<file path="src/rtl/ppfe_pkg.sv">
// Shared types and constants of the potential-particle field evaluator.
`timescale 1ns / 1ps
package ppfe_pkg;

    // Input item and result item carried on the streaming channels
    typedef struct packed {
        logic        [1:0]  operation;
        logic        [3:0]  slot;
        logic signed [31:0] value_a;
        logic signed [31:0] value_b;
        logic signed [31:0] value_c;
        logic signed [31:0] value_d;
    } in_item_t;

    typedef struct packed {
        logic signed [47:0] potential;
        logic               saturated;
    } out_item_t;

    typedef enum logic [1:0] {
        OP_LOAD_PLANE  = 2'd0,
        OP_LOAD_ROW    = 2'd1,
        OP_LOAD_CENTRE = 2'd2,
        OP_EVAL        = 2'd3
    } op_t;

    typedef enum logic [2:0] {
        CFG_BLEND_WEIGHT = 3'd0,
        CFG_INV_INNER    = 3'd1,
        CFG_INV_OUTER    = 3'd2,
        CFG_PLANE_COUNT  = 3'd3,
        CFG_CENTRE_MODE  = 3'd4
    } cfg_idx_t;

    // Operand pair for the shared multiplier
    typedef enum logic [3:0] {
        MUL_NONE,
        MUL_ROT,
        MUL_PX,
        MUL_PY,
        MUL_PZ,
        MUL_SQ,
        MUL_SPH,
        MUL_T1H,
        MUL_T1L,
        MUL_T2H,
        MUL_T2L,
        MUL_B1H,
        MUL_B1L,
        MUL_B2H,
        MUL_B2L
    } mul_sel_t;

    // What to do with a product in the cycle after it was issued
    typedef enum logic [3:0] {
        ACT_NONE,
        ACT_LOAD,
        ACT_ADD,
        ACT_LOAD_HI,
        ACT_ADD_HI,
        ACT_ROW_END,
        ACT_LOC_SUB,
        ACT_DIST,
        ACT_SQ,
        ACT_SPH,
        ACT_TERM1,
        ACT_TERM2,
        ACT_FINAL
    } act_t;

    typedef struct packed {
        mul_sel_t   mul_sel;
        act_t       act;
        logic [1:0] row;
        logic [1:0] col;
        logic       publish;
    } dp_cmd_t;

    typedef struct packed {
        logic [4:0] plane_count;
        logic       centre_mode;
    } dp_status_t;

    localparam logic [16:0]        ONE_Q16  = 17'd65536;
    localparam logic signed [31:0] Q16_ONE_S = 32'sd65536;
    localparam logic signed [67:0] TERM_CAP = 68'sh0_0000_FFFF_FFFF_FFFF;
    localparam logic signed [67:0] OUT_MAX  = 68'sh0_0000_7FFF_FFFF_FFFF;
    localparam logic signed [67:0] HALF_LSB = 68'sd32768;

endpackage

</file>
<file path="src/rtl/ppfe_ctrl.sv">
// Sequencer for the evaluator: walks the multiplier schedule of one point.
`timescale 1ns / 1ps
module ppfe_ctrl #(
    parameter int MAX_PLANES = 16,
    parameter int AW         = 4
) (
    input  logic                clk,
    input  logic                rst_n,
    input  logic                item_valid,
    input  logic [1:0]          item_op,
    output logic                item_ready,
    output logic                result_valid,
    input  logic                result_ready,
    input  ppfe_pkg::dp_status_t status,
    output ppfe_pkg::dp_cmd_t    cmd,
    output logic [AW-1:0]       plane_addr
);
    import ppfe_pkg::*;

    localparam int PCW = $clog2(MAX_PLANES + 1);

    typedef enum logic [4:0] {
        S_IDLE, S_LOCSUB, S_ROT, S_LEAD,
        S_PX, S_PY, S_PZ, S_PGAP, S_PSQ,
        S_SPH, S_T1H, S_T1L, S_T2H, S_T2L,
        S_B1H, S_B1L, S_B2H, S_B2L, S_DRAIN, S_DONE
    } state_t;

    state_t           state_reg, state_next;
    logic [1:0]       row_reg, row_next;
    logic [1:0]       col_reg, col_next;
    logic [PCW-1:0]   pidx_reg, pidx_next;
    logic             out_valid_reg, out_valid_next;
    logic [PCW-1:0]   n_eff;
    logic             item_xfer;
    logic             publish;

    // Clip the plane count to the table size
    always_comb
    begin
        if (32'(status.plane_count) > MAX_PLANES)
        begin
            n_eff = PCW'(MAX_PLANES);
        end
        else
        begin
            n_eff = PCW'(status.plane_count);
        end
    end

    assign item_ready = (state_reg == S_IDLE);
    assign item_xfer  = item_valid && item_ready;
    assign publish    = (state_reg == S_DONE) && (!out_valid_reg || result_ready);

    // Next state and counters
    always_comb
    begin
        state_next = state_reg;
        row_next   = row_reg;
        col_next   = col_reg;
        pidx_next  = pidx_reg;
        unique case (state_reg)
            S_IDLE:
            begin
                row_next  = 2'd0;
                col_next  = 2'd0;
                pidx_next = '0;
                if (item_xfer && (item_op == OP_EVAL))
                begin
                    state_next = status.centre_mode ? S_LOCSUB : S_ROT;
                end
            end
            S_LOCSUB: state_next = S_LEAD;
            S_ROT:
            begin
                if (col_reg == 2'd2)
                begin
                    col_next = 2'd0;
                    row_next = row_reg + 2'd1;
                    if (row_reg == 2'd2)
                    begin
                        state_next = S_LEAD;
                    end
                end
                else
                begin
                    col_next = col_reg + 2'd1;
                end
            end
            S_LEAD:   state_next = (n_eff == '0) ? S_SPH : S_PX;
            S_PX:     state_next = S_PY;
            S_PY:     state_next = S_PZ;
            S_PZ:     state_next = S_PGAP;
            S_PGAP:
            begin
                pidx_next  = pidx_reg + PCW'(1);
                state_next = S_PSQ;
            end
            S_PSQ:    state_next = (pidx_reg == n_eff) ? S_SPH : S_PX;
            S_SPH:
            begin
                if (col_reg == 2'd2)
                begin
                    col_next   = 2'd0;
                    state_next = S_T1H;
                end
                else
                begin
                    col_next = col_reg + 2'd1;
                end
            end
            S_T1H:    state_next = S_T1L;
            S_T1L:    state_next = S_T2H;
            S_T2H:    state_next = S_T2L;
            S_T2L:    state_next = S_B1H;
            S_B1H:    state_next = S_B1L;
            S_B1L:    state_next = S_B2H;
            S_B2H:    state_next = S_B2L;
            S_B2L:    state_next = S_DRAIN;
            S_DRAIN:  state_next = S_DONE;
            S_DONE:   state_next = publish ? S_IDLE : S_DONE;
            default:  state_next = S_IDLE;
        endcase
    end

    // Hold the result valid until the sink takes the transfer
    always_comb
    begin
        if (publish)
        begin
            out_valid_next = 1'b1;
        end
        else if (result_ready)
        begin
            out_valid_next = 1'b0;
        end
        else
        begin
            out_valid_next = out_valid_reg;
        end
    end

    always_ff @(posedge clk or negedge rst_n)
    begin
        if (!rst_n)
        begin
            state_reg     <= S_IDLE;
            row_reg       <= 2'd0;
            col_reg       <= 2'd0;
            pidx_reg      <= '0;
            out_valid_reg <= 1'b0;
        end
        else
        begin
            state_reg     <= state_next;
            row_reg       <= row_next;
            col_reg       <= col_next;
            pidx_reg      <= pidx_next;
            out_valid_reg <= out_valid_next;
        end
    end

    assign result_valid = out_valid_reg;

    // Plane table address: fetch the next plane early, from the gap state
    always_comb
    begin
        if (state_reg == S_PGAP)
        begin
            plane_addr = AW'(pidx_reg + PCW'(1));
        end
        else
        begin
            plane_addr = pidx_reg[AW-1:0];
        end
    end

    // Datapath commands per state
    always_comb
    begin
        cmd.mul_sel = MUL_NONE;
        cmd.act     = ACT_NONE;
        cmd.row     = row_reg;
        cmd.col     = col_reg;
        cmd.publish = publish;
        unique case (state_reg)
            S_LOCSUB: cmd.act = ACT_LOC_SUB;
            S_ROT:
            begin
                cmd.mul_sel = MUL_ROT;
                if (col_reg == 2'd2)
                begin
                    cmd.act = ACT_ROW_END;
                end
                else if (col_reg == 2'd0)
                begin
                    cmd.act = ACT_LOAD;
                end
                else
                begin
                    cmd.act = ACT_ADD;
                end
            end
            S_PX:
            begin
                cmd.mul_sel = MUL_PX;
                cmd.act     = ACT_LOAD;
            end
            S_PY:
            begin
                cmd.mul_sel = MUL_PY;
                cmd.act     = ACT_ADD;
            end
            S_PZ:
            begin
                cmd.mul_sel = MUL_PZ;
                cmd.act     = ACT_DIST;
            end
            S_PSQ:
            begin
                cmd.mul_sel = MUL_SQ;
                cmd.act     = ACT_SQ;
            end
            S_SPH:
            begin
                cmd.mul_sel = MUL_SPH;
                if (col_reg == 2'd2)
                begin
                    cmd.act = ACT_SPH;
                end
                else if (col_reg == 2'd0)
                begin
                    cmd.act = ACT_LOAD;
                end
                else
                begin
                    cmd.act = ACT_ADD;
                end
            end
            S_T1H:
            begin
                cmd.mul_sel = MUL_T1H;
                cmd.act     = ACT_LOAD;
            end
            S_T1L:
            begin
                cmd.mul_sel = MUL_T1L;
                cmd.act     = ACT_TERM1;
            end
            S_T2H:
            begin
                cmd.mul_sel = MUL_T2H;
                cmd.act     = ACT_LOAD;
            end
            S_T2L:
            begin
                cmd.mul_sel = MUL_T2L;
                cmd.act     = ACT_TERM2;
            end
            S_B1H:
            begin
                cmd.mul_sel = MUL_B1H;
                cmd.act     = ACT_LOAD_HI;
            end
            S_B1L:
            begin
                cmd.mul_sel = MUL_B1L;
                cmd.act     = ACT_ADD;
            end
            S_B2H:
            begin
                cmd.mul_sel = MUL_B2H;
                cmd.act     = ACT_ADD_HI;
            end
            S_B2L:
            begin
                cmd.mul_sel = MUL_B2L;
                cmd.act     = ACT_FINAL;
            end
            default:
            begin
                cmd.mul_sel = MUL_NONE;
                cmd.act     = ACT_NONE;
            end
        endcase
    end

`ifndef SYNTHESIS
    // An accepted point starts a sequence
    assert property (@(posedge clk) disable iff (!rst_n)
        (item_xfer && (item_op == OP_EVAL)) |=> (state_reg != S_IDLE))
        else $error("evaluate transfer did not start the sequencer");

    // The plane counter never passes the planes in use
    assert property (@(posedge clk) disable iff (!rst_n)
        (state_reg == S_PSQ) |-> ((pidx_reg <= n_eff) && (pidx_reg != '0)))
        else $error("plane counter out of range");

    // A finished result is shown on the next cycle
    assert property (@(posedge clk) disable iff (!rst_n)
        publish |=> (out_valid_reg && (state_reg == S_IDLE)))
        else $error("result not presented after publish");

    // No new item while a point is in flight
    assert property (@(posedge clk) disable iff (!rst_n)
        (state_reg != S_IDLE) |-> !item_ready)
        else $error("item accepted during evaluation");
`endif
endmodule

</file>
<file path="config.mk">
export PLATFORM = sky130hd
export DESIGN_NAME = ppfe_ctrl
export DESIGN_NICKNAME = d
export VERILOG_FILES = /design/src/rtl/ppfe_pkg.sv /design/src/rtl/ppfe_ctrl.sv
export SDC_FILE = /design/constraint.sdc
export NUM_CORES = 1
export LEC_CHECK = 0
export ABC_AREA = 1
export BUFFER_PORTS_ARGS = -buffer_cell sky130_fd_sc_hd__buf_2
export CORE_MARGIN = 2
export CORE_UTILIZATION = 41
export CTS_CLUSTER_DIAMETER = 60
export DETAILED_ROUTE_END_ITERATION = 16
export GPL_TIMING_DRIVEN = 0
export HOLD_SLACK_MARGIN = 0.15
export MAX_ROUTING_LAYER = met4
export PLACE_DENSITY = 0.7
export SYNTH_ARGS = -nofsm -noshare
export SYNTH_HDL_FRONTEND = slang
export SYNTH_SLANG_ARGS = --single-unit
</file>
<file path="constraint.sdc">
create_clock -name clk -period 3.1 [get_ports clk]
set_input_delay 0.465 -clock clk [delete_from_list [all_inputs] [get_ports clk]]
set_output_delay 0.465 -clock clk [all_outputs]
set_load 0.02 [all_outputs]
</file>
==> reports/qor.csv <==
metric;value;unit
ys.warnings.count;0;
io-pin-count;31;
layout_common_cells;nand2_1 (47), buf_2 (30), nor2_1 (28);
layout_setup_ws;0.762;ns
die_h;59.3;µm
crit_path_top_delay_cell;dfrtp_1;
dp_cells;259;
htree_num_levels;1;
root_buffer;clkbuf_4;
grt_use_total;0.219;
avgSynthCellArea;6.39;µm²
die_w;59.3;µm
cts_sinks;15;
use_met1;0.301;
irDropWorstVdd;0.000467;V
dr.first_iter.drc_count;83;
crit_path_max_fanout;6;
antenna_found_initial;0;
end_kind;output port;
clock_skew;0.00582;ns
placeableCoreArea;2980;µm²
fin_tns_setup;0;ns
nNetsFinal;247;
slowest_delay;0.50;ns
cp.arrival;1.87;ns
drive_gt1_frac;0.238;
slew_viol_final;0;
vias;1365;
crit_path_end;cmd[8];
netlist_instances;196;
rsz0062_at_grt;no;
nFillCells;317;
min_period;2.34;ns
ff_latch_area;375;µm²
cts_buffers;3;
crit_cells;6;
clkLatencyLatePin;0.29;ns
drtAntennaViolNets;0;
crit_family;simple AND/OR/NAND/NOR gates;
dp.final_hpwl;2.60;mm
grt_pass1_vias;1258;
grt_max_degree;16;
critPathLaunchType;flop;
drv_cap;0;
dr.pass1.iters;4;
multiInputGateArea;761;µm²
grt.overflow.total;0;
fmax;428;MHz
num_rows;20;
clk_transition_reported_paths;0.10;ns
rrSetupSlack;1.49;ns
dp_slack;1.12;ns
start_util;0.421;
path_class;flop to output port;
path_cells;nor2_1, nand2_2, nor3_2, inv_1, o2111ai_1, buf_2;
drc;0;
hold_path_class;input pin to flop;
gr-usage-met2;0.330;
max-slew-margin-rel;0.750;
syn_area;1250;µm²
placedInstanceArea;1440;µm²
drt-wirelength-per-cell;12.4;µm
areaGrowthSynthToFinish;18.3;%
min_period_over_period;0.754;
critPathRequiredTime;2.63;ns
status;finished, final reports clean;
synth_nets;211;
grt_pass1_wl;5.61;mm
hold_viol;0;
reg2reg_from;state_reg[1];
ys_ff_latch;15;
setup_violations;0;
tightest_slew;0.374;ns
r2r_cells;7;
place.gp.congestion;0.999;
dieArea;3510;µm²
p_per_area;875;nW/µm²
crit_start;state_reg[1];
cts_tree;yes;
antennaDiodeCount;0;
synth_cell_types;29;
io_buffers;30;
layoutNonFillerInstCount;264;
cts_buffer_depth;2;
path_buf_inv;2;
fin_area;1480;µm²
gr-max-usage-layer;met2;
grt.met3_usage;0.0240;
layout_commonest_cell;nand2_1;
rr_endpoint;state_reg[0];
routed_wl;3.27;mm
ys_seq_area_frac;0.300;
leakage;0.830;nW
vias_per_cell;5.17;
worst min-delay path by stage:
stage	depth (start not counted)	end	slack, ns	startpoint
2_1_floorplan	0	col_reg[0]	0.17	rst_n
3_3_place_gp	1	pidx_reg[0]	0.40	rst_n
3_5_place_dp	1	pidx_reg[0]	0.40	rst_n
4_1_cts	4	result_valid	0.44	result_ready
5_1_grt	4	result_valid	0.45	result_ready
6_report	4	result_valid	0.45	result_ready
cell usage after synthesis:
cell / instances / area (µm²)
o2111ai_1: 2 / 17.5
nor2_1: 28 / 105
ha_1: 3 / 37.5
nand3_1: 16 / 80.1
o22ai_1: 2 / 12.5
a21o_1: 1 / 7.51
a31oi_1: 1 / 6.26
clkinv_1: 1 / 3.75
inv_1: 22 / 82.6
a21oi_1: 7 / 35.0
nor3_1: 2 / 10.0
nor2_4: 2 / 22.5
nand2_2: 6 / 37.5
a21oi_2: 1 / 8.76
o21bai_1: 1 / 7.51
o21ai_0: 9 / 45.0
xor2_1: 2 / 17.5
dfrtp_1: 15 / 375
nor3_2: 1 / 10.0
or2_2: 1 / 6.26
nand4_1: 7 / 43.8
inv_2: 6 / 22.5
nor4_1: 1 / 6.26
nand2_1: 47 / 176
nor2_2: 2 / 12.5
o31ai_1: 2 / 15.0
o21ai_1: 6 / 30.0
nand3_2: 1 / 10.0
buf_4: 1 / 7.51
metrics by stage:
| step | utilization | power, mW | hold WS [ns] |
|---|---|---|---|
| floorplan | - | 0.937 | 0.169 |
| global placement | 0.485 | 1.18 | 0.396 |
| detailed placement | 0.485 | 1.18 | 0.403 |
| CTS | 0.497 | 1.30 | 0.442 |
| global route | 0.497 | 1.43 | 0.451 |
| finish | 0.497 | 1.30 | 0.450 |
area by class of cell:
type                            instances  area share
Tap cell                               33      0.0279
Clock buffer                            3      0.0152
Sequential cell                        15       0.253
Clock inverter                          1     0.00338
Multi-Input combinational cell        151       0.514
Buffer                                  1     0.00507
Timing Repair Buffer                   31       0.108
Inverter                               29      0.0735
kinds of logic (layout without fill, tap and decap cells):
group                    count (synthesis)  count (layout)  share of synthesized area
AO/OA/AOI/OAI                           32              32                      0.148
XOR/XNOR                                 2               2                     0.0140
adder cells (fa/ha/maj)                  3               3                     0.0300
buffers and inverters                   30              65                     0.0929
flip-flops                              15              15                      0.300
AND/OR/NAND/NOR                        114             114                      0.416
repair_timing:
| action | CTS | global route |
|---|---|---|
| setup endpoints to repair | 0 | 0 |
| setup buffers | 0 | 0 |
| hold buffers | 1 | 0 |
| hold endpoints to repair | 15 | 0 |
| gates resized for setup | 0 | 0 |
metal layers:
layer	vias up	routed length [µm]	share of wire
met4	0	75	0.023
met5	-	0	0
li1	718	-	-
met2	45	1470	0.45
met1	594	1550	0.48
met3	8	168	0.051
worst register-to-register path: cells and delay by family, from the launching register on:
kind	cells	cell delay, ns
flops	1	0.50
simple gates	7	1.06
power by group:
part           switching [mW]  internal (mW)
clock network          0.0712         0.0479
registers              0.0672          0.246
logic                   0.593          0.272
total                   0.731          0.566
Power figures use the tool's default switching activity.
